$ cat config.mk
export PLATFORM = sky130hd
export DESIGN_NAME = forth_data_stack_alu
export DESIGN_NICKNAME = d
export VERILOG_FILES = /design/src/design/fdsa_pkg.sv /design/src/design/fdsa_ram.sv /design/src/design/fdsa_div.sv /design/src/design/fdsa_dpath.sv /design/src/design/fdsa_ctrl.sv /design/src/design/forth_data_stack_alu.sv
export SDC_FILE = /design/constraint.sdc
export NUM_CORES = 2
export LEC_CHECK = 0
export ABC_AREA = 1
export BUFFER_PORTS_ARGS = -buffer_cell sky130_fd_sc_hd__buf_4
export CORE_AREA = 2 2 596 598
export DETAILED_ROUTE_END_ITERATION = 6
export DIE_AREA = 0 0 598 600
export HOLD_SLACK_MARGIN = 0.05
export PLACE_DENSITY = 0.51
export SLEW_MARGIN = 0
export SYNTH_ARGS = -nofsm -noshare
export SYNTH_HDL_FRONTEND = slang
export SYNTH_SLANG_ARGS = --single-unit
$ cat constraint.sdc
create_clock -name clk -period 10.4 [get_ports clk]
set_clock_uncertainty 0.1 [all_clocks]
set_input_delay 1.56 -clock clk [delete_from_list [all_inputs] [get_ports clk]]
set_output_delay 1.56 -clock clk [all_outputs]
set_load 0.02 [all_outputs]
$ cat src/design/fdsa_pkg.sv
// Shared constants, codes and handshake structs for the Forth data stack ALU.
package fdsa_pkg;

  localparam int DATA_WIDTH  = 32;
  localparam int STACK_DEPTH = 64;
  localparam int ADDR_W      = $clog2(STACK_DEPTH);
  localparam int CNT_W       = $clog2(STACK_DEPTH + 1);
  localparam int LIT_W       = 32;
  localparam int EMIT_W      = 32;
  localparam int DEPTH_W     = 7;
  localparam int OPCODE_W    = 4;
  localparam int STATUS_W    = 2;

  typedef enum logic [OPCODE_W-1:0] {
    OP_PUSH = 4'd0,
    OP_DUP  = 4'd1,
    OP_DROP = 4'd2,
    OP_SWAP = 4'd3,
    OP_DOT  = 4'd4,
    OP_ADD  = 4'd5,
    OP_SUB  = 4'd6,
    OP_MUL  = 4'd7,
    OP_DIV  = 4'd8,
    OP_EQ   = 4'd9,
    OP_LT   = 4'd10,
    OP_GT   = 4'd11
  } opcode_t;

  typedef enum logic [STATUS_W-1:0] {
    ST_OK        = 2'd0,
    ST_UNDERFLOW = 2'd1,
    ST_OVERFLOW  = 2'd2,
    ST_DIV_ZERO  = 2'd3
  } status_t;

  typedef struct packed {
    logic load;
    logic div_start;
    logic commit;
  } cmd_t;

  typedef struct packed {
    logic need_div;
    logic div_busy;
  } sts_t;

endpackage

$ cat src/design/fdsa_ram.sv
// Generic single-port-write, single-port-read RAM with a registered read.
module fdsa_ram #(
  parameter int WIDTH = 32,
  parameter int DEPTH = 64
) (
  input  logic                     clk,
  input  logic                     we,
  input  logic [$clog2(DEPTH)-1:0] waddr,
  input  logic [WIDTH-1:0]         wdata,
  input  logic [$clog2(DEPTH)-1:0] raddr,
  output logic [WIDTH-1:0]         rdata
);

  logic [WIDTH-1:0] mem [DEPTH];

  always_ff @(posedge clk) begin
    if (we) begin
      mem[waddr] <= wdata;
    end
    rdata <= mem[raddr];
  end

endmodule

$ cat src/design/fdsa_div.sv
// Iterative signed divider, one quotient bit per cycle, truncating toward zero.
module fdsa_div (
  input  logic                             clk,
  input  logic                             rst_n,
  input  logic                             start,
  input  logic [fdsa_pkg::DATA_WIDTH-1:0]  dividend,
  input  logic [fdsa_pkg::DATA_WIDTH-1:0]  divisor,
  output logic                             busy,
  output logic [fdsa_pkg::DATA_WIDTH-1:0]  quotient
);
  import fdsa_pkg::*;

  localparam int IT_W = $clog2(DATA_WIDTH + 1);

  logic                  busy_r, busy_nxt;
  logic [IT_W-1:0]       iter_r, iter_nxt;
  logic [DATA_WIDTH-1:0] rem_r, rem_nxt;
  logic [DATA_WIDTH-1:0] quo_r, quo_nxt;
  logic [DATA_WIDTH-1:0] dvs_r, dvs_nxt;
  logic                  neg_r, neg_nxt;
  logic [DATA_WIDTH:0]   shifted;
  logic [DATA_WIDTH:0]   trial;
  logic                  n_neg, d_neg;

  assign n_neg = dividend[DATA_WIDTH-1];
  assign d_neg = divisor[DATA_WIDTH-1];

  always_comb begin
    busy_nxt = busy_r;
    iter_nxt = iter_r;
    rem_nxt  = rem_r;
    quo_nxt  = quo_r;
    dvs_nxt  = dvs_r;
    neg_nxt  = neg_r;
    shifted  = {rem_r, quo_r[DATA_WIDTH-1]};
    trial    = shifted - {1'b0, dvs_r};
    if (start) begin
      busy_nxt = 1'b1;
      iter_nxt = IT_W'(DATA_WIDTH);
      rem_nxt  = '0;
      quo_nxt  = n_neg ? (DATA_WIDTH'(0) - dividend) : dividend;
      dvs_nxt  = d_neg ? (DATA_WIDTH'(0) - divisor) : divisor;
      neg_nxt  = n_neg ^ d_neg;
    end else if (busy_r) begin
      if (!trial[DATA_WIDTH]) begin
        rem_nxt = trial[DATA_WIDTH-1:0];
      end else begin
        rem_nxt = shifted[DATA_WIDTH-1:0];
      end
      quo_nxt  = {quo_r[DATA_WIDTH-2:0], ~trial[DATA_WIDTH]};
      iter_nxt = iter_r - IT_W'(1);
      if (iter_r == IT_W'(1)) begin
        busy_nxt = 1'b0;
      end
    end
  end

  always_ff @(posedge clk) begin
    if (!rst_n) begin
      busy_r <= 1'b0;
      iter_r <= '0;
    end else begin
      busy_r <= busy_nxt;
      iter_r <= iter_nxt;
    end
    rem_r <= rem_nxt;
    quo_r <= quo_nxt;
    dvs_r <= dvs_nxt;
    neg_r <= neg_nxt;
  end

  assign busy     = busy_r;
  assign quotient = neg_r ? (DATA_WIDTH'(0) - quo_r) : quo_r;

endmodule

$ cat src/design/fdsa_dpath.sv
// Datapath: top-of-stack register, stack RAM, ALU, divider and result registers.
module fdsa_dpath (
  input  logic                           clk,
  input  logic                           rst_n,
  input  fdsa_pkg::cmd_t                 cmd,
  output fdsa_pkg::sts_t                 sts,
  input  logic [fdsa_pkg::OPCODE_W-1:0]  in_opcode,
  input  logic signed [fdsa_pkg::LIT_W-1:0] in_literal,
  output logic [fdsa_pkg::STATUS_W-1:0]  out_status,
  output logic                           out_emit_valid,
  output logic signed [fdsa_pkg::EMIT_W-1:0] out_emit_value,
  output logic [fdsa_pkg::DEPTH_W-1:0]   out_depth
);
  import fdsa_pkg::*;

  opcode_t               op_r;
  logic [DATA_WIDTH-1:0] lit_r;
  logic [CNT_W-1:0]      count_r, count_nxt;
  logic [DATA_WIDTH-1:0] tos_r, tos_nxt;
  status_t               status_nxt;
  logic                  emit_nxt;
  logic [DATA_WIDTH-1:0] nxt;
  logic [DATA_WIDTH-1:0] alu;
  logic [DATA_WIDTH-1:0] quotient;
  logic [DATA_WIDTH-1:0] mem_wdata;
  logic [ADDR_W-1:0]     mem_waddr;
  logic [ADDR_W-1:0]     mem_raddr;
  logic                  mem_we;
  logic                  has1, has2, full;
  logic                  div_busy;

  assign has1 = (count_r != '0);
  assign has2 = (count_r >= CNT_W'(2));
  assign full = (count_r == CNT_W'(STACK_DEPTH));
  assign mem_raddr = ADDR_W'(count_r - CNT_W'(2));

  fdsa_ram #(
    .WIDTH(DATA_WIDTH),
    .DEPTH(STACK_DEPTH)
  ) u_ram (
    .clk   (clk),
    .we    (mem_we & cmd.commit),
    .waddr (mem_waddr),
    .wdata (mem_wdata),
    .raddr (mem_raddr),
    .rdata (nxt)
  );

  fdsa_div u_div (
    .clk      (clk),
    .rst_n    (rst_n),
    .start    (cmd.div_start),
    .dividend (nxt),
    .divisor  (tos_r),
    .busy     (div_busy),
    .quotient (quotient)
  );

  assign sts.need_div = (op_r == OP_DIV) && has2 && (tos_r != '0);
  assign sts.div_busy = div_busy;

  always_comb begin
    case (op_r)
      OP_ADD:  alu = nxt + tos_r;
      OP_SUB:  alu = nxt - tos_r;
      OP_MUL:  alu = nxt * tos_r;
      OP_DIV:  alu = quotient;
      OP_EQ:   alu = {{(DATA_WIDTH-1){1'b0}}, nxt == tos_r};
      OP_LT:   alu = {{(DATA_WIDTH-1){1'b0}}, $signed(nxt) < $signed(tos_r)};
      default: alu = {{(DATA_WIDTH-1){1'b0}}, $signed(tos_r) < $signed(nxt)};
    endcase
  end

  always_comb begin
    status_nxt = ST_OK;
    emit_nxt   = 1'b0;
    count_nxt  = count_r;
    tos_nxt    = tos_r;
    mem_we     = 1'b0;
    mem_waddr  = ADDR_W'(count_r - CNT_W'(1));
    mem_wdata  = tos_r;
    unique case (op_r) inside
      OP_PUSH: begin
        if (full) begin
          status_nxt = ST_OVERFLOW;
        end else begin
          mem_we    = has1;
          tos_nxt   = lit_r;
          count_nxt = count_r + CNT_W'(1);
        end
      end
      OP_DUP: begin
        if (!has1) begin
          status_nxt = ST_UNDERFLOW;
        end else if (full) begin
          status_nxt = ST_OVERFLOW;
        end else begin
          mem_we    = 1'b1;
          count_nxt = count_r + CNT_W'(1);
        end
      end
      OP_DROP: begin
        if (!has1) begin
          status_nxt = ST_UNDERFLOW;
        end else begin
          tos_nxt   = nxt;
          count_nxt = count_r - CNT_W'(1);
        end
      end
      OP_SWAP: begin
        if (!has2) begin
          status_nxt = ST_UNDERFLOW;
        end else begin
          mem_we    = 1'b1;
          mem_waddr = mem_raddr;
          tos_nxt   = nxt;
        end
      end
      OP_DOT: begin
        if (!has1) begin
          status_nxt = ST_UNDERFLOW;
        end else begin
          emit_nxt  = 1'b1;
          tos_nxt   = nxt;
          count_nxt = count_r - CNT_W'(1);
        end
      end
      OP_ADD, OP_SUB, OP_MUL, OP_DIV, OP_EQ, OP_LT, OP_GT: begin
        if (!has2) begin
          status_nxt = ST_UNDERFLOW;
        end else if ((op_r == OP_DIV) && (tos_r == '0)) begin
          status_nxt = ST_DIV_ZERO;
        end else begin
          tos_nxt   = alu;
          count_nxt = count_r - CNT_W'(1);
        end
      end
      default: begin
      end
    endcase
  end

  always_ff @(posedge clk) begin
    if (!rst_n) begin
      count_r <= '0;
    end else if (cmd.commit) begin
      count_r <= count_nxt;
    end
    if (cmd.load) begin
      op_r  <= opcode_t'(in_opcode);
      lit_r <= DATA_WIDTH'(in_literal);
    end
    if (cmd.commit) begin
      tos_r          <= tos_nxt;
      out_status     <= status_nxt;
      out_emit_valid <= emit_nxt;
      out_emit_value <= emit_nxt ? EMIT_W'(tos_r) : '0;
      out_depth      <= DEPTH_W'(count_nxt);
    end
  end

endmodule

$ cat src/design/fdsa_ctrl.sv
// Controller: sequences accept, execute, divide and result handoff.
module fdsa_ctrl (
  input  logic           clk,
  input  logic           rst_n,
  input  logic           in_valid,
  output logic           in_ready,
  output logic           out_valid,
  input  logic           out_ready,
  input  fdsa_pkg::sts_t sts,
  output fdsa_pkg::cmd_t cmd
);
  import fdsa_pkg::*;

  typedef enum logic [1:0] {
    S_IDLE,
    S_EXEC,
    S_DIV,
    S_DONE
  } state_t;

  state_t state_r, state_nxt;
  logic   out_valid_r, out_valid_nxt;
  logic   slot_free;

  assign slot_free = !out_valid_r || out_ready;

  always_comb begin
    state_nxt     = state_r;
    cmd           = '0;
    unique case (state_r)
      S_IDLE: begin
        if (in_valid) begin
          cmd.load  = 1'b1;
          state_nxt = S_EXEC;
        end
      end
      S_EXEC: begin
        if (sts.need_div) begin
          cmd.div_start = 1'b1;
          state_nxt     = S_DIV;
        end else if (slot_free) begin
          cmd.commit = 1'b1;
          state_nxt  = S_IDLE;
        end
      end
      S_DIV: begin
        if (!sts.div_busy) begin
          state_nxt = S_DONE;
        end
      end
      S_DONE: begin
        if (slot_free) begin
          cmd.commit = 1'b1;
          state_nxt  = S_IDLE;
        end
      end
      default: state_nxt = S_IDLE;
    endcase
    if (cmd.commit) begin
      out_valid_nxt = 1'b1;
    end else if (out_ready) begin
      out_valid_nxt = 1'b0;
    end else begin
      out_valid_nxt = out_valid_r;
    end
  end

  always_ff @(posedge clk) begin
    if (!rst_n) begin
      state_r     <= S_IDLE;
      out_valid_r <= 1'b0;
    end else begin
      state_r     <= state_nxt;
      out_valid_r <= out_valid_nxt;
    end
  end

  assign in_ready  = (state_r == S_IDLE);
  assign out_valid = out_valid_r;

endmodule

$ cat src/design/forth_data_stack_alu.sv
// Top level of the Forth data stack with an integer ALU.
// The result is registered when the request commits from the execute state; a divide
// with two operands and a nonzero divisor first runs the one-bit-per-cycle divider and
// commits from the done state. Commit waits while an earlier result is held. Requests
// are handled one at a time. A new request is accepted while an earlier result waits.
// Synchronous active-low reset empties the stack; stack RAM contents are not cleared.
module forth_data_stack_alu (
  input  logic                              clk,
  input  logic                              rst_n,
  input  logic                              in_valid,
  output logic                              in_ready,
  input  logic [fdsa_pkg::OPCODE_W-1:0]     in_opcode,
  input  logic signed [fdsa_pkg::LIT_W-1:0] in_literal,
  output logic                              out_valid,
  input  logic                              out_ready,
  output logic [fdsa_pkg::STATUS_W-1:0]     out_status,
  output logic                              out_emit_valid,
  output logic signed [fdsa_pkg::EMIT_W-1:0] out_emit_value,
  output logic [fdsa_pkg::DEPTH_W-1:0]      out_depth
);
  import fdsa_pkg::*;

  cmd_t cmd;
  sts_t sts;

  fdsa_ctrl u_ctrl (
    .clk       (clk),
    .rst_n     (rst_n),
    .in_valid  (in_valid),
    .in_ready  (in_ready),
    .out_valid (out_valid),
    .out_ready (out_ready),
    .sts       (sts),
    .cmd       (cmd)
  );

  fdsa_dpath u_dpath (
    .clk            (clk),
    .rst_n          (rst_n),
    .cmd            (cmd),
    .sts            (sts),
    .in_opcode      (in_opcode),
    .in_literal     (in_literal),
    .out_status     (out_status),
    .out_emit_valid (out_emit_valid),
    .out_emit_value (out_emit_value),
    .out_depth      (out_depth)
  );

  // A request is never followed by another in the next cycle.
  a_one_at_a_time: assert property (@(posedge clk) disable iff (!rst_n)
    in_valid && in_ready |=> !in_ready)
    else $error("request accepted while another is in progress");

  // An emitted value always comes with an ok status.
  a_emit_ok: assert property (@(posedge clk) disable iff (!rst_n)
    out_valid && out_emit_valid |-> out_status == ST_OK)
    else $error("emit reported with a failing status");

  // The reported depth never exceeds the stack size.
  a_depth_bound: assert property (@(posedge clk) disable iff (!rst_n)
    out_valid |-> out_depth <= DEPTH_W'(STACK_DEPTH))
    else $error("depth beyond stack size");

  // No result can appear in the cycle after a request is accepted.
  a_no_early_result: assert property (@(posedge clk) disable iff (!rst_n)
    in_valid && in_ready && !out_valid |=> !out_valid)
    else $error("result produced too early");

endmodule

# == Word-level counts from Yosys, hierarchy flattened ==
# Memories as Yosys holds them, arrays and structs flattened. A register that Yosys moved wholly into a read port is not among the register bits.
# Index checks and enable logic that the tools add are counted.
# word_totals
mem_count,1
ramBits,2048
out_inout_bits,44
regBits,224
elab_cells,135
# mem_list
memory,depth,width,read_ports,rd_clocked_by_memory_dff,wr,line_no,text
u_dpath.u_ram.mem,64,32,1,1,1,fdsa_ram.sv:14,logic [WIDTH-1:0] mem [DEPTH];
# classes
n_mux,56
n_reduce_logical,18
magnitude_cmp,3
eq_ne,24
bitwise,4
addsub,10
multipliers,1
# op_table
operator,n
two-way mux 32 bit,10
case mux 32 bit (6 select lines),1
case mux 32 bit (4 select lines),1
"subtractor 1 x 32 -> 32 bit, first input constant",3
less-than comparator 32 bit,2
two-way mux 7 bit,5
subtractor 33 x 32 -> 33 bit,1
adder 32 bit,1
equality test 32 bit,1
logical NOT 32 bit,1
multiplier 32 x 32 -> 32 bit,1
nonzero test 32 bit,1
subtractor 32 bit,1
two-way mux 31 bit,1
case mux 7 bit (4 select lines),1
two-way mux 6 bit,4
two-way mux 1 bit,21
"equality test 4 x 3 -> 1 bit, second input constant",4
"equality test 4 bit, second input constant",4
two-way mux 2 bit,8
case mux 2 bit (5 select lines),1
"equality test 4 x 2 -> 1 bit, second input constant",2
"inequality test 2 bit, second input constant",4
case mux 2 bit (4 select lines),1
other kinds (28),36

# == Logic depth before layout (Yosys ltp) ==
# logic_depth
ltp_word,8
mapped_depth,34

# == By module ==
# A second synthesis with hierarchy kept.
# unflattened
hier_cells,11977
hier_area_um2,119210.6
# modules_own_cells
mod,area_per_inst_um2,cells_each,seq_area_each_um2,n_inst
fdsa_ram,82738.1,6769,62139.6,1
fdsa_dpath,27084.7,3717,3443.3,1
fdsa_div,9230.1,1465,2732.6,1
fdsa_ctrl,157.7,26,60.1,1

# == Worst setup path before layout ==
# Ideal clock, no wire load.
# synth_path
path_type,reg-to-reg
from,register u_dpath.tos_r[1] (netlist: u_dpath.mem_wdata[1])
to,register u_dpath.tos_r[0] (netlist: u_dpath.mem_wdata[0]) (enable)
n_path_buf,0
arrival_ps,7464
path_slack_ps,2242
t_required_ps,9706
synth_period_minus_slack_ps,8158
path_stages_with_launch,12
cell_sequence,edfxtp_1 -> inv_1 -> ha_1 -> nand3_1 -> nor2_1 -> nand2_1 -> nor2_1 -> nand2_1 -> nand2_2 -> nand2_1 -> inv_1 -> a2111oi_0
# synth_via
elab_chain_len,5
word_cells_on_any_way,8
cone_classes,eq/ne (1); mux (2); reduce/logical (5)
# synth_rtl
element,line_no,text
from (decl),fdsa_dpath.sv:19,"logic [DATA_WIDTH-1:0] tos_r, tos_nxt;"
from (signal assigned),fdsa_dpath.sv:154,tos_r <= tos_nxt;
nonzero test 32 bit,fdsa_dpath.sv:59,assign sts.need_div = (op_r == OP_DIV) && has2 && (tos_r != '0);
logical AND 1 bit,fdsa_dpath.sv:59,
two-way mux 1 bit,fdsa_ctrl.sv:38,if (sts.need_div) begin
case mux 1 bit (2 select lines),fdsa_ctrl.sv:30,unique case (state_r)
AND reduction 7 bit (no source line) *,n/a,
# Every way passes the cells marked *; elsewhere a longest branch is shown, timed or not.
# A chain may end at the register's enable or synchronous reset.

# == Worst setup path after layout ==
# layout_path
from,register u_dpath.tos_r[4] (netlist: u_dpath.mem_wdata[4])
to,register u_dpath.tos_r[27] (netlist: u_dpath.mem_wdata[27]) (data pin)
# layout_via
elab_chain_len,5
word_cells_on_any_way,7
cone_classes,add/sub (2); mul (1); mux (4)
# layout_rtl
element,line_no,text
multiplier 32 x 32 -> 32 bit (tied with other cells),fdsa_dpath.sv:66,OP_MUL: alu = nxt * tos_r;
case mux 32 bit (6 select lines) *,fdsa_dpath.sv:63,case (op_r)
two-way mux 32 bit *,fdsa_dpath.sv:131,end else if ((op_r == OP_DIV) && (tos_r == '0)) begin
two-way mux 32 bit *,fdsa_dpath.sv:129,if (!has2) begin
case mux 32 bit (4 select lines) *,fdsa_dpath.sv:82,unique case (op_r) inside
via u_dpath.tos_nxt[27],fdsa_dpath.sv:19,
# Mark *: on every way through the listed nets, which the timed path passes. The rest lies on a longest branch. The select of a mux whose other input is x is not followed.

==> impl_metrics.ini <==
[yosys]
synth.yosys.seq_area_share_pct = 59.00
ys_async_sr_fraction_pct = 0
synth-edff-count = 2223
netlist_instances = 10870
synthFlopType = edfxtp_1
synth_nets = 11580
synth_cell_types = 74
syn_area_um2 = 115900
postSynthAreaPerCell_um2 = 10.67
ys_ff_latch = 2304
synth-warning-count = 0

[global_routing]
grt_pass1_wl_um = 601800
grt_max_degree = 184
grt_pass1_vias = 82680
antenna_found_initial = 28
grt_use_total_pct = 23.04
grt_overflow = 0

[timing]
whs_ns = 0.3768
grt_setup_unrepaired = false
max_clock_freq_mhz = 122.0
slew_headroom_pct = 6.952
setup_viol = 0
finalCritPeriodShare_pct = 78.80
setup_tns_ns = 0
worst_pin_slew_ns = 1.381
drv_slew = 0
finalCriticalPeriod_ns = 8.196
final-hold-violation-count = 0

[drt]
wl_per_cell_um = 27.05
routed_wl_um = 423100
drt_iter0_markers = 9173
drtAntennaViolNets = 0
via_per_inst = 5.428
dr.pass1.iters = 6
vias = 84910
drc = 0

[clock_tree]
cts_made_buffers = 244
cts_resized = 0
clk_pin_slew_ns = 0.06
clock_sinks = 2304
cts_tree = yes
clock_latency_ns = 1.02
cts_max_path_buffers = 4
cts_hold_buf = 0
root_buffer = clkbuf_16
htreeDepth = 4
post_cts_buffers = 0

[floorplanning]
die_width_um = 598
io_pins = 84
initial_utilization_pct = 32.94
core_area_um2 = 351900
die_area_um2 = 358800
std_cell_rows = 218
die_h_um = 600

[layout]
syn_to_final_growth_pct = 12.42
final_common_cell = edfxtp_1
layout_common_cells = edfxtp_1, nor2_1, o21ai_0
multi_input_area_um2 = 41080
nFillCells = 34400
seqCellArea_um2 = 68390
finalNonFillerCells = 15640
drive_above_1_share_pct = 7.882
nNetsFinal = 11520

[flow_run]
drv_cap = 0

[critical_path]
worstSetupStartpointType = flip-flop
cp-end-kind = flip-flop
crit_arrival_ns = 8.74
timing.rr.start = u_dpath.mem_wdata[4]$_DFFE_PP_
crit_path_start = u_dpath.mem_wdata[4]$_DFFE_PP_
critPathMaxFanout = 53
required_ns = 10.94
worstSetupPathType = flip-flop to flip-flop

[worst_hold_path]
worstHoldStart = u_dpath.u_div.rem_r[6]$_SDFFE_PP0P_
hold_path.class = flip-flop to flip-flop

[status]
outcome = complete, no violations

[placed_design]
gp_congestion = 0.9539
placed_cells = 15180
hpwl_um = 262700
port_buffers = 83
==> path summary, 6_finish.rpt <==
path / to / cells past startpoint / slack [ns]
setup / recovery: u_dpath.mem_wdata[27]$_DFFE_PP_ / 24 / 2.20
hold / removal: u_dpath.u_div.rem_r[6]$_SDFFE_PP0P_ / 2 / 0.38
setup reg to reg: u_dpath.mem_wdata[27]$_DFFE_PP_ / 24 / 2.20
hold reg to reg: u_dpath.u_div.rem_r[6]$_SDFFE_PP0P_ / 2 / 0.38
==> flip-flops by register name, indices dropped and copies added, names as in the netlist <==
signal / flops
u_dpath.out_status: 2
u_dpath.u_ram.rdata: 32
u_dpath.out_emit_valid: 1
u_ctrl.out_valid: 1
u_dpath.count_r: 7
u_dpath.u_div.busy: 1
u_ctrl.state_r: 2
u_dpath.out_depth: 7
u_dpath.op_r: 4
u_dpath.u_div.quo_r: 32
u_dpath.u_ram.mem: 2048
u_dpath.u_div.rem_r: 32
u_dpath.u_div.neg_r: 1
u_dpath.lit_r: 32
u_dpath.mem_wdata: 32
u_dpath.out_emit_value: 32
u_dpath.u_div.iter_r: 6
u_dpath.u_div.dvs_r: 32
==> cells in the mapped netlist, types with 8 or more instances <==
master,instances,area (um^2)
a21o_1,22,165.2
nor4_1,12,75.07
nand2_1,1276,4790
or2_2,18,112.6
edfxtp_1,2223,66750
o21a_1,8,60.06
o31ai_1,9,67.56
a211oi_1,10,75.07
a31oi_1,18,112.6
nor3_2,8,80.08
inv_2,16,60.06
nor2_1,1748,6561
nand2_2,8,50.05
clkbuf_1,439,1648
nand3b_1,15,112.6
o221ai_1,12,105.1
buf_1,41,153.9
a21oi_1,245,1226
o21ai_2,12,105.1
o21bai_1,18,135.1
nand3_1,215,1076
ha_1,261,3266
xnor2_1,26,227.7
o21ai_0,1461,7312
nand4_1,43,269.0
fa_1,411,8228
dfxtp_1,81,1622
buf_2,141,705.7
o21ai_1,33,165.2
o22ai_1,599,3747
inv_1,1118,4197
buf_4,20,150.1
nor3_1,47,235.2
o211ai_1,22,165.2
xor2_1,90,788.3
o32ai_1,53,464.2
==> per-layer routing <==
layer	global-route usage, %	wire (um)	vias up
met3	2.796	29600	670
met5	0	65	-
li1	-	-	37390
met2	38.18	199400	3453
met4	8.849	18260	10
met1	30.84	175700	43390
==> cell families after synthesis <==
kind of cell | Yosys count | share of synthesized area [%]
adder cells (fa/ha/maj) | 672 | 9.917
AO/OA/AOI/OAI | 2566 | 12.34
flip-flops | 2304 | 59.00
XOR/XNOR | 117 | 0.9004
AND/OR/NAND/NOR | 3421 | 11.80
buffers and inverters | 1786 | 6.046
==> per-stage QoR <==
step | util (%) | worst slack, ns | area (um^2)
6_report | 37.03 | 2.204 | 130300
3_5_place_dp | 34.78 | 2.324 | 122400
4_1_cts | 37.02 | 2.274 | 130300
3_3_place_gp | 34.78 | 2.364 | 122400
5_1_grt | 37.03 | 1.837 | 130300
2_1_floorplan | - | 2.242 | 115900
==> critical path: stages, from the launching register on <==
cell      delay, ns
edfxtp_1       0.97
buf_4          0.65
nand2_1        0.12
inv_1          0.11
fa_1           0.40
inv_1          0.08
fa_1           0.44
fa_1           0.48
fa_1           0.54
inv_1          0.06
fa_1           0.48
fa_1           0.56
fa_1           0.43
fa_1           0.44
ha_1           0.40
a21oi_1        0.25
o21ai_0        0.13
a21oi_1        0.18
nand3_1        0.20
a21o_1         0.24
or2_2          0.27
nand3_1        0.07
o21ai_0        0.11
inv_1          0.07
nand4_1        0.09
==> final cells by class <==
class	instances	share of cell area [%]
Multi-Input combinational cell	6776	31.53
Timing Repair Buffer	348	2.168
Tap cell	4620	4.436
Antenna cell	9	0.01728
Clock buffer	302	4.940
Inverter	1136	3.300
Sequential cell	2304	52.49
Clock inverter	147	1.125
Power is left out: the tool's default activity adds up to more than one toggle a clock period on the data nets, which glitch-free logic cannot reach.
